--- src/hdl/deq_pkg.sv ---
package deq_pkg;

  // Default number of entries in the ring buffer.
  localparam int unsigned DEPTH_DEF = 16;

  typedef enum logic [2:0] {
    MODE_PUSH_FRONT = 3'd0,
    MODE_PUSH_BACK  = 3'd1,
    MODE_POP_FRONT  = 3'd2,
    MODE_POP_BACK   = 3'd3,
    MODE_LIST_ALL   = 3'd4
  } deq_mode_t;

  typedef enum logic [1:0] {
    STAT_OK    = 2'd0,
    STAT_EMPTY = 2'd1,
    STAT_FULL  = 2'd2
  } deq_status_t;

  typedef enum logic [1:0] {
    ST_IDLE,
    ST_POP,
    ST_LIST
  } deq_state_t;

  typedef struct packed {
    logic [2:0]         mode;
    logic signed [31:0] value;
  } deq_in_req_t;

  typedef struct packed {
    deq_status_t        status;
    logic signed [31:0] value_res;
    logic               last;
  } deq_out_res_t;

endpackage

--- src/hdl/deq_ram.sv ---
module deq_ram #(
  parameter int unsigned DEPTH = deq_pkg::DEPTH_DEF,
  parameter int unsigned AW    = (DEPTH > 1) ? $clog2(DEPTH) : 1
) (
  input  logic          clk,
  input  logic          we,
  input  logic [AW-1:0] waddr,
  input  logic [31:0]   wdata,
  input  logic [AW-1:0] raddr,
  output logic [31:0]   rdata
);
  import deq_pkg::*;

  // Single write port, single registered read port.
  logic [31:0] mem [DEPTH];
  logic [31:0] rdata_r;

  always_ff @(posedge clk) begin
    if (we) begin
      mem[waddr] <= wdata;
    end
    rdata_r <= mem[raddr];
  end

  assign rdata = rdata_r;

endmodule

--- src/hdl/double_ended_queue_top.sv ---
// Double-ended queue of signed 32-bit values held in a ring buffer.
// Requests enter on in_req and are accepted at a rising edge where start is
// high and busy is low. A request carries a mode (push front, push back, pop
// front, pop back or list all) and a value that only the pushes use.
// Undefined modes are accepted and dropped without a result.
//
// Results leave on out_res, each valid for exactly one cycle while out_valid
// is high. The receiver cannot stall the block, so every result must be taken
// in the cycle it appears. Each request with a defined mode ends with a result that has last set.
//
// Timing: a push, or any request that fails on an empty or full queue, shows
// its result in the cycle after acceptance and busy stays low, so such
// requests can follow every cycle. A successful pop issues a read of the
// storage memory at acceptance; the data passes through the memory's read
// register and then the result register, and busy is high for one cycle. A
// list streams one element per cycle along the same path, with busy high
// while the list is in progress. The registered memory read port sets this.
//
// Reset (rst_n low, synchronous) empties the queue and clears the front
// pointer; the storage memory itself is not cleared.
module double_ended_queue_top #(
  parameter int unsigned DEPTH = deq_pkg::DEPTH_DEF
) (
  input  logic                  clk,
  input  logic                  rst_n,
  input  logic                  start,
  output logic                  busy,
  input  deq_pkg::deq_in_req_t  in_req,
  output logic                  out_valid,
  output deq_pkg::deq_out_res_t out_res
);
  import deq_pkg::*;

  localparam int unsigned PW = (DEPTH > 1) ? $clog2(DEPTH) : 1;
  localparam int unsigned CW = $clog2(DEPTH + 1);

  // Control and pointer state.
  deq_state_t   state_r, state_nxt;
  logic [PW-1:0] front_r, front_nxt;
  logic [CW-1:0] count_r, count_nxt;
  logic [PW-1:0] ptr_r, ptr_nxt;
  logic [CW-1:0] left_r, left_nxt;
  logic          out_valid_r, out_valid_nxt;
  deq_out_res_t  out_res_r, out_res_nxt;

  // Storage memory port signals.
  logic          mem_we;
  logic [PW-1:0] mem_waddr;
  logic [PW-1:0] mem_raddr;
  logic [31:0]   mem_rdata;

  logic accept;
  logic full;
  logic empty;

  // Index arithmetic modulo DEPTH. Both operands stay below DEPTH, so a single
  // compare and subtract folds the sum back into range.
  function automatic logic [PW-1:0] wrap_add(input logic [PW-1:0] a,
                                             input logic [PW-1:0] b);
    logic [PW:0] s;
    s = {1'b0, a} + {1'b0, b};
    if (s >= (PW+1)'(DEPTH)) begin
      s = s - (PW+1)'(DEPTH);
    end
    return s[PW-1:0];
  endfunction

  function automatic logic [PW-1:0] wrap_inc(input logic [PW-1:0] a);
    return (a == PW'(DEPTH - 1)) ? '0 : a + PW'(1);
  endfunction

  function automatic logic [PW-1:0] wrap_dec(input logic [PW-1:0] a);
    return (a == '0) ? PW'(DEPTH - 1) : a - PW'(1);
  endfunction

  deq_ram #(
    .DEPTH (DEPTH),
    .AW    (PW)
  ) u_ram (
    .clk   (clk),
    .we    (mem_we),
    .waddr (mem_waddr),
    .wdata (in_req.value),
    .raddr (mem_raddr),
    .rdata (mem_rdata)
  );

  assign busy   = (state_r != ST_IDLE);
  assign accept = start && !busy;
  assign full   = (count_r == CW'(DEPTH));
  assign empty  = (count_r == '0);

  always_ff @(posedge clk) begin
    if (!rst_n) begin
      state_r     <= ST_IDLE;
      front_r     <= '0;
      count_r     <= '0;
      ptr_r       <= '0;
      left_r      <= '0;
      out_valid_r <= 1'b0;
    end else begin
      state_r     <= state_nxt;
      front_r     <= front_nxt;
      count_r     <= count_nxt;
      ptr_r       <= ptr_nxt;
      left_r      <= left_nxt;
      out_valid_r <= out_valid_nxt;
    end
  end

  // The result payload needs no reset; out_valid qualifies it.
  always_ff @(posedge clk) begin
    out_res_r <= out_res_nxt;
  end

  always_comb begin
    state_nxt     = state_r;
    front_nxt     = front_r;
    count_nxt     = count_r;
    ptr_nxt       = ptr_r;
    left_nxt      = left_r;
    out_valid_nxt = 1'b0;
    out_res_nxt   = '{status: STAT_OK, value_res: '0, last: 1'b1};
    mem_we        = 1'b0;
    mem_waddr     = front_r;
    mem_raddr     = ptr_r;

    case (state_r)
      ST_IDLE: begin
        if (accept) begin
          case (in_req.mode)
            MODE_PUSH_FRONT: begin
              out_valid_nxt = 1'b1;
              if (full) begin
                out_res_nxt.status = STAT_FULL;
              end else begin
                mem_we    = 1'b1;
                mem_waddr = wrap_dec(front_r);
                front_nxt = wrap_dec(front_r);
                count_nxt = count_r + CW'(1);
              end
            end
            MODE_PUSH_BACK: begin
              out_valid_nxt = 1'b1;
              if (full) begin
                out_res_nxt.status = STAT_FULL;
              end else begin
                mem_we    = 1'b1;
                mem_waddr = wrap_add(front_r, PW'(count_r));
                count_nxt = count_r + CW'(1);
              end
            end
            MODE_POP_FRONT: begin
              if (empty) begin
                out_valid_nxt      = 1'b1;
                out_res_nxt.status = STAT_EMPTY;
              end else begin
                mem_raddr = front_r;
                front_nxt = wrap_inc(front_r);
                count_nxt = count_r - CW'(1);
                state_nxt = ST_POP;
              end
            end
            MODE_POP_BACK: begin
              if (empty) begin
                out_valid_nxt      = 1'b1;
                out_res_nxt.status = STAT_EMPTY;
              end else begin
                mem_raddr = wrap_add(front_r, PW'(count_r - CW'(1)));
                count_nxt = count_r - CW'(1);
                state_nxt = ST_POP;
              end
            end
            MODE_LIST_ALL: begin
              if (empty) begin
                out_valid_nxt      = 1'b1;
                out_res_nxt.status = STAT_EMPTY;
              end else begin
                mem_raddr = front_r;
                ptr_nxt   = wrap_inc(front_r);
                left_nxt  = count_r;
                state_nxt = ST_LIST;
              end
            end
            default: begin
              // Undefined modes are dropped silently.
            end
          endcase
        end
      end
      ST_POP: begin
        out_valid_nxt         = 1'b1;
        out_res_nxt.value_res = mem_rdata;
        state_nxt             = ST_IDLE;
      end
      ST_LIST: begin
        // Emit the element read last cycle and fetch the next one.
        out_valid_nxt         = 1'b1;
        out_res_nxt.value_res = mem_rdata;
        out_res_nxt.last      = (left_r == CW'(1));
        mem_raddr             = ptr_r;
        ptr_nxt               = wrap_inc(ptr_r);
        left_nxt              = left_r - CW'(1);
        if (left_r == CW'(1)) begin
          state_nxt = ST_IDLE;
        end
      end
      default: begin
        state_nxt = ST_IDLE;
      end
    endcase
  end

  assign out_valid = out_valid_r;
  assign out_res   = out_res_r;

  // The element count never exceeds the capacity and the front stays in range.
  a_count_range: assert property (@(posedge clk) disable iff (!rst_n)
    (count_r <= CW'(DEPTH)) && (front_r <= PW'(DEPTH - 1)))
    else $error("queue count or front pointer out of range");

  // A successful push grows the queue by exactly one element.
  a_push_grows: assert property (@(posedge clk) disable iff (!rst_n)
    (accept && !full && ((in_req.mode == MODE_PUSH_FRONT) ||
                         (in_req.mode == MODE_PUSH_BACK)))
    |=> (count_r == $past(count_r) + CW'(1)))
    else $error("push did not grow the queue by one");

  // The final list result returns the block to idle.
  a_list_ends: assert property (@(posedge clk) disable iff (!rst_n)
    (state_r == ST_LIST && left_r == CW'(1)) |=> (state_r == ST_IDLE && out_valid))
    else $error("list did not end after its last element");

  // The list walk never outlasts the number of stored elements.
  a_list_left: assert property (@(posedge clk) disable iff (!rst_n)
    (state_r == ST_LIST) |-> (left_r != '0 && left_r <= count_r))
    else $error("list remaining count inconsistent");

endmodule
--- config.mk ---
export PLATFORM = sky130hd
export DESIGN_NAME = double_ended_queue_top
export DESIGN_NICKNAME = d
export VERILOG_FILES = /design/src/hdl/deq_pkg.sv /design/src/hdl/deq_ram.sv /design/src/hdl/double_ended_queue_top.sv
export SDC_FILE = /design/constraint.sdc
export NUM_CORES = 1
export LEC_CHECK = 0
export BUFFER_PORTS_ARGS = -buffer_cell sky130_fd_sc_hd__buf_4
export CORE_MARGIN = 2
export CORE_UTILIZATION = 64
export CTS_BUF_LIST = sky130_fd_sc_hd__clkbuf_8
export DETAILED_ROUTE_END_ITERATION = 12
export PLACE_DENSITY = 0.86
export SYNTH_ARGS = -nofsm -noshare
export SYNTH_HDL_FRONTEND = slang
export SYNTH_SLANG_ARGS = --single-unit
--- constraint.sdc ---
create_clock -name clk -period 4.2 [get_ports clk]
set_clock_uncertainty 0.05 [all_clocks]
set_input_delay 0.84 -clock clk [delete_from_list [all_inputs] [get_ports clk]]
set_output_delay 0.84 -clock clk [all_outputs]
set_load 0.05 [all_outputs]
==> key figures <==
Cells and area
  • Nets: 1828
  • Final Cell Area: 26440 um2
  • FILL cells: 1952
  • Area growth syn-to-layout: 14.63%
  • ANT cells: 0
  • Share of cells above drive strength 1: 0.1555

Synth
  • Prevailing post-synth register cell: edfxtp_1
  • Most frequent cells after synthesis: edfxtp_1 (512), nand2_1 (269), a21oi_1 (142), a22o_1 (124), o21ai_0 (107)
  • Synth area leader: edfxtp_1
  • Yosys cell types: 61
  • Most frequent cell after synthesis: edfxtp_1
  • Synth top area cells: edfxtp_1 (67%), dfxtp_1 (7.6%), a22o_1 (4.7%)
  • FFs w/ async S/R, synth: 0
  • Register area share after synthesis: 0.7431
  • Syn Std Cell Area: 23060 um2
  • Post-synth EDFFs: 512
  • FF+latch count, synth: 600
  • Area fraction of the dominant cell type after synthesis: 0.6667
  • Synth warnings: 0
  • Syn nets: 1702
  • Synthesized instance count: 1645
  • Synth Area per Inst: 14.02 um2

Route
  • DRT Wirelength: 56700 um
  • Via count: 15.14k
  • DRC viols: 0
  • DR pass1 iterations: 7
  • DR WL/cell: 24.58 um
  • Final ANT Viol Nets: 0
  • Vias per cell: 6.561
  • DRT iter0 DRCs: 2149

Worst setup path
  • CP Capture Type: flip-flop
  • WS Path Type: flip-flop to flip-flop
  • CP Max Fanout: 39
  • Req. time, crit path: 4.62 ns
  • Worst endpoint data arrival time: 4.11 ns
  • Setup crit start kind: flip-flop

CTS
  • Sink Count: 600
  • CTS tree: built
  • # hold bufs at CTS: 0
  • Clock transition at path regs: 0.06 ns
  • H-tree depth: 3
  • Post-cts repair resize count: 0
  • Post-CTS Setup Bufs: 0
  • Clock root buffer: clkbuf_8
  • Worst-Skew Late Latency: 0.64 ns
  • Clock Tree Buf Depth: 3
  • Cts bufs inserted: 88

Global route
  • Largest net degree at the start of global routing: 70
  • Antenna violations before repair: 0
  • Vias in the first global route: 14.81k
  • GRT Overall Usage: 0.2978
  • Global route overflow: 0
  • Global-route wire length before repair: 84970 um

Floorplanning
  • Total I/O pin count: 75
  • Die H: 193.8 um
  • Row count: 69
  • Die area: 37570 um2
  • Die width: 193.8 um
  • Initial Util: 0.6484
  • Core area: 35570 um2

Pwr
  • VDD IR max: 0.3440 mV
  • Leakage power: 9.314 nW
  • Power per standard cell area: 482.3 nW/um2

STA
  • Final hold viol count: 0
  • Post-route setup slack: 0.5155 ns
  • Setup violation total in the final timing report: 0
  • Slew Viols, Final: 0
  • Fmax: 271.4 MHz
  • Final Cycle Share: 0.8773
  • Final TNS setup: 0 ns
  • RSZ-0062 raised after global routing: false
  • Slew @ Worst Pin: 0.9040 ns
  • Min Clock Period, post-route: 3.684 ns
  • Rel. slew slack: 0.3973

Flow run
  • Max-cap violations: 0

Placed design
  • Worst slack, placed: 0.3698 ns
  • Detailed placer's ending HPWL: 30490 um
  • Final Wtd Congestion: 0.9016
  • Port-buffer cells: 74
  • Placement Cell Area: 24650 um2

Hold path
  • Hold crit path type: flip-flop to flip-flop

Outcome
  • Status: completed
[metal layers]
layer | wire length (um) | vias up | track usage | part of all wire
met5 | 0 | - | 0 | 0
met4 | 2185 | 0 | 0.1246 | 0.039
met3 | 6293 | 200 | 0.06645 | 0.11
met2 | 28040 | 1095 | 0.4905 | 0.49
met1 | 20170 | 7382 | 0.3880 | 0.36
li1 | - | 6460 | - | -
[power breakdown]
group,leakage (nW),switching (W),internal [W]
combinational,2.92,0.000913,0.000436
sequential,5.33,0.0000814,0.00664
clock,1.06,0.00215,0.00253
[stage by stage]
step	util	total power (W)	std cells	hold slack, ns
after floorplan	-	0.007648	1645	0.3619
after CTS	0.7432	0.01277	2307	0.3876
final	0.7432	0.01275	2307	0.3832
after global routing	0.7432	0.01313	2307	0.3977
after global placement	0.6929	0.008124	2142	0.3656
after detailed placement	0.6929	0.008168	2142	0.3733
[cells in the final DEF (no fill, tap or decap), types with 3 or more instances in the layout]
master / n
edfxtp_1: 512
nand2_1: 269
a21oi_1: 141
a22o_1: 124
buf_4: 112
o21ai_0: 107
clkbuf_8: 99
dfxtp_1: 88
inv_1: 58
and2_1: 45
o21ai_1: 41
nand4_1: 33
buf_12: 25
nor2_1: 20
nor2_4: 16
ha_1: 16
xnor2_1: 8
mux2i_1: 8
clkinv_2: 8
clkinv_1: 8
nand3_1: 6
bufinv_16: 6
xor2_1: 5
a21o_1: 5
a31oi_1: 5
nand2b_1: 4
nor3_1: 4
o211ai_1: 4
nor2b_1: 4
a21boi_0: 4
o311ai_0: 3
a22oi_1: 3
o41ai_1: 3
or3_1: 3
clkinvlp_4: 3
[layout make-up]
class                           count  area (um2)  area share
Tap cell                          461       576.8     0.02182
Clock inverter                     66       426.7     0.01614
Timing Repair Buffer              137        1341     0.05074
Multi-Input combinational cell    927        5529      0.2091
Inverter                           17       63.81    0.002414
Clock buffer                       99        1363     0.05154
Sequential cell                   600       17140      0.6482
[state kept, by name (all words and copies together), names as in the netlist]
| register | count |
|---|---|
| u_ram.mem | 512 |
| out_res | 35 |
| u_ram.rdata | 32 |
| count_r | 5 |
| left_r | 5 |
| front_r | 4 |
| ptr_r | 4 |
| state_r | 2 |
| out_valid | 1 |
[cells by family (layout without fill, tap and decap cells)]
| family | count (synthesis) | after routing | synth area share |
|---|---|---|---|
| fa+ha+maj | 19 | 19 | 0.01096 |
| mux | 14 | 14 | 0.007433 |
| compound gates | 463 | 463 | 0.1279 |
| simple gates | 418 | 418 | 0.08100 |
| buf+inv | 118 | 319 | 0.02474 |
| xor+xnor | 13 | 13 | 0.004937 |
| flops | 600 | 600 | 0.7431 |
[final timing paths]
kind	depth (start not counted)	endpoint	start	slack, ns
setup / recovery	11	u_ram.rdata[12]	count_r[0]	0.52
hold / removal	1	out_res[28]	u_ram.rdata[27]	0.38
setup reg to reg	11	u_ram.rdata[12]	count_r[0]	0.52
hold reg to reg	1	out_res[28]	u_ram.rdata[27]	0.38
[critical path, cell delays in order (launching register included)]
cell,delay (ns)
dfxtp_1,0.40
inv_1,0.20
ha_1,0.20
nor4b_2,0.63
nor2_1,0.07
o311ai_0,0.45
buf_4,0.23
o21a_4,0.44
buf_12,0.29
a21oi_1,0.11
o21ai_0,0.26
nand4_1,0.16
(Power assumes the default switching activity.)
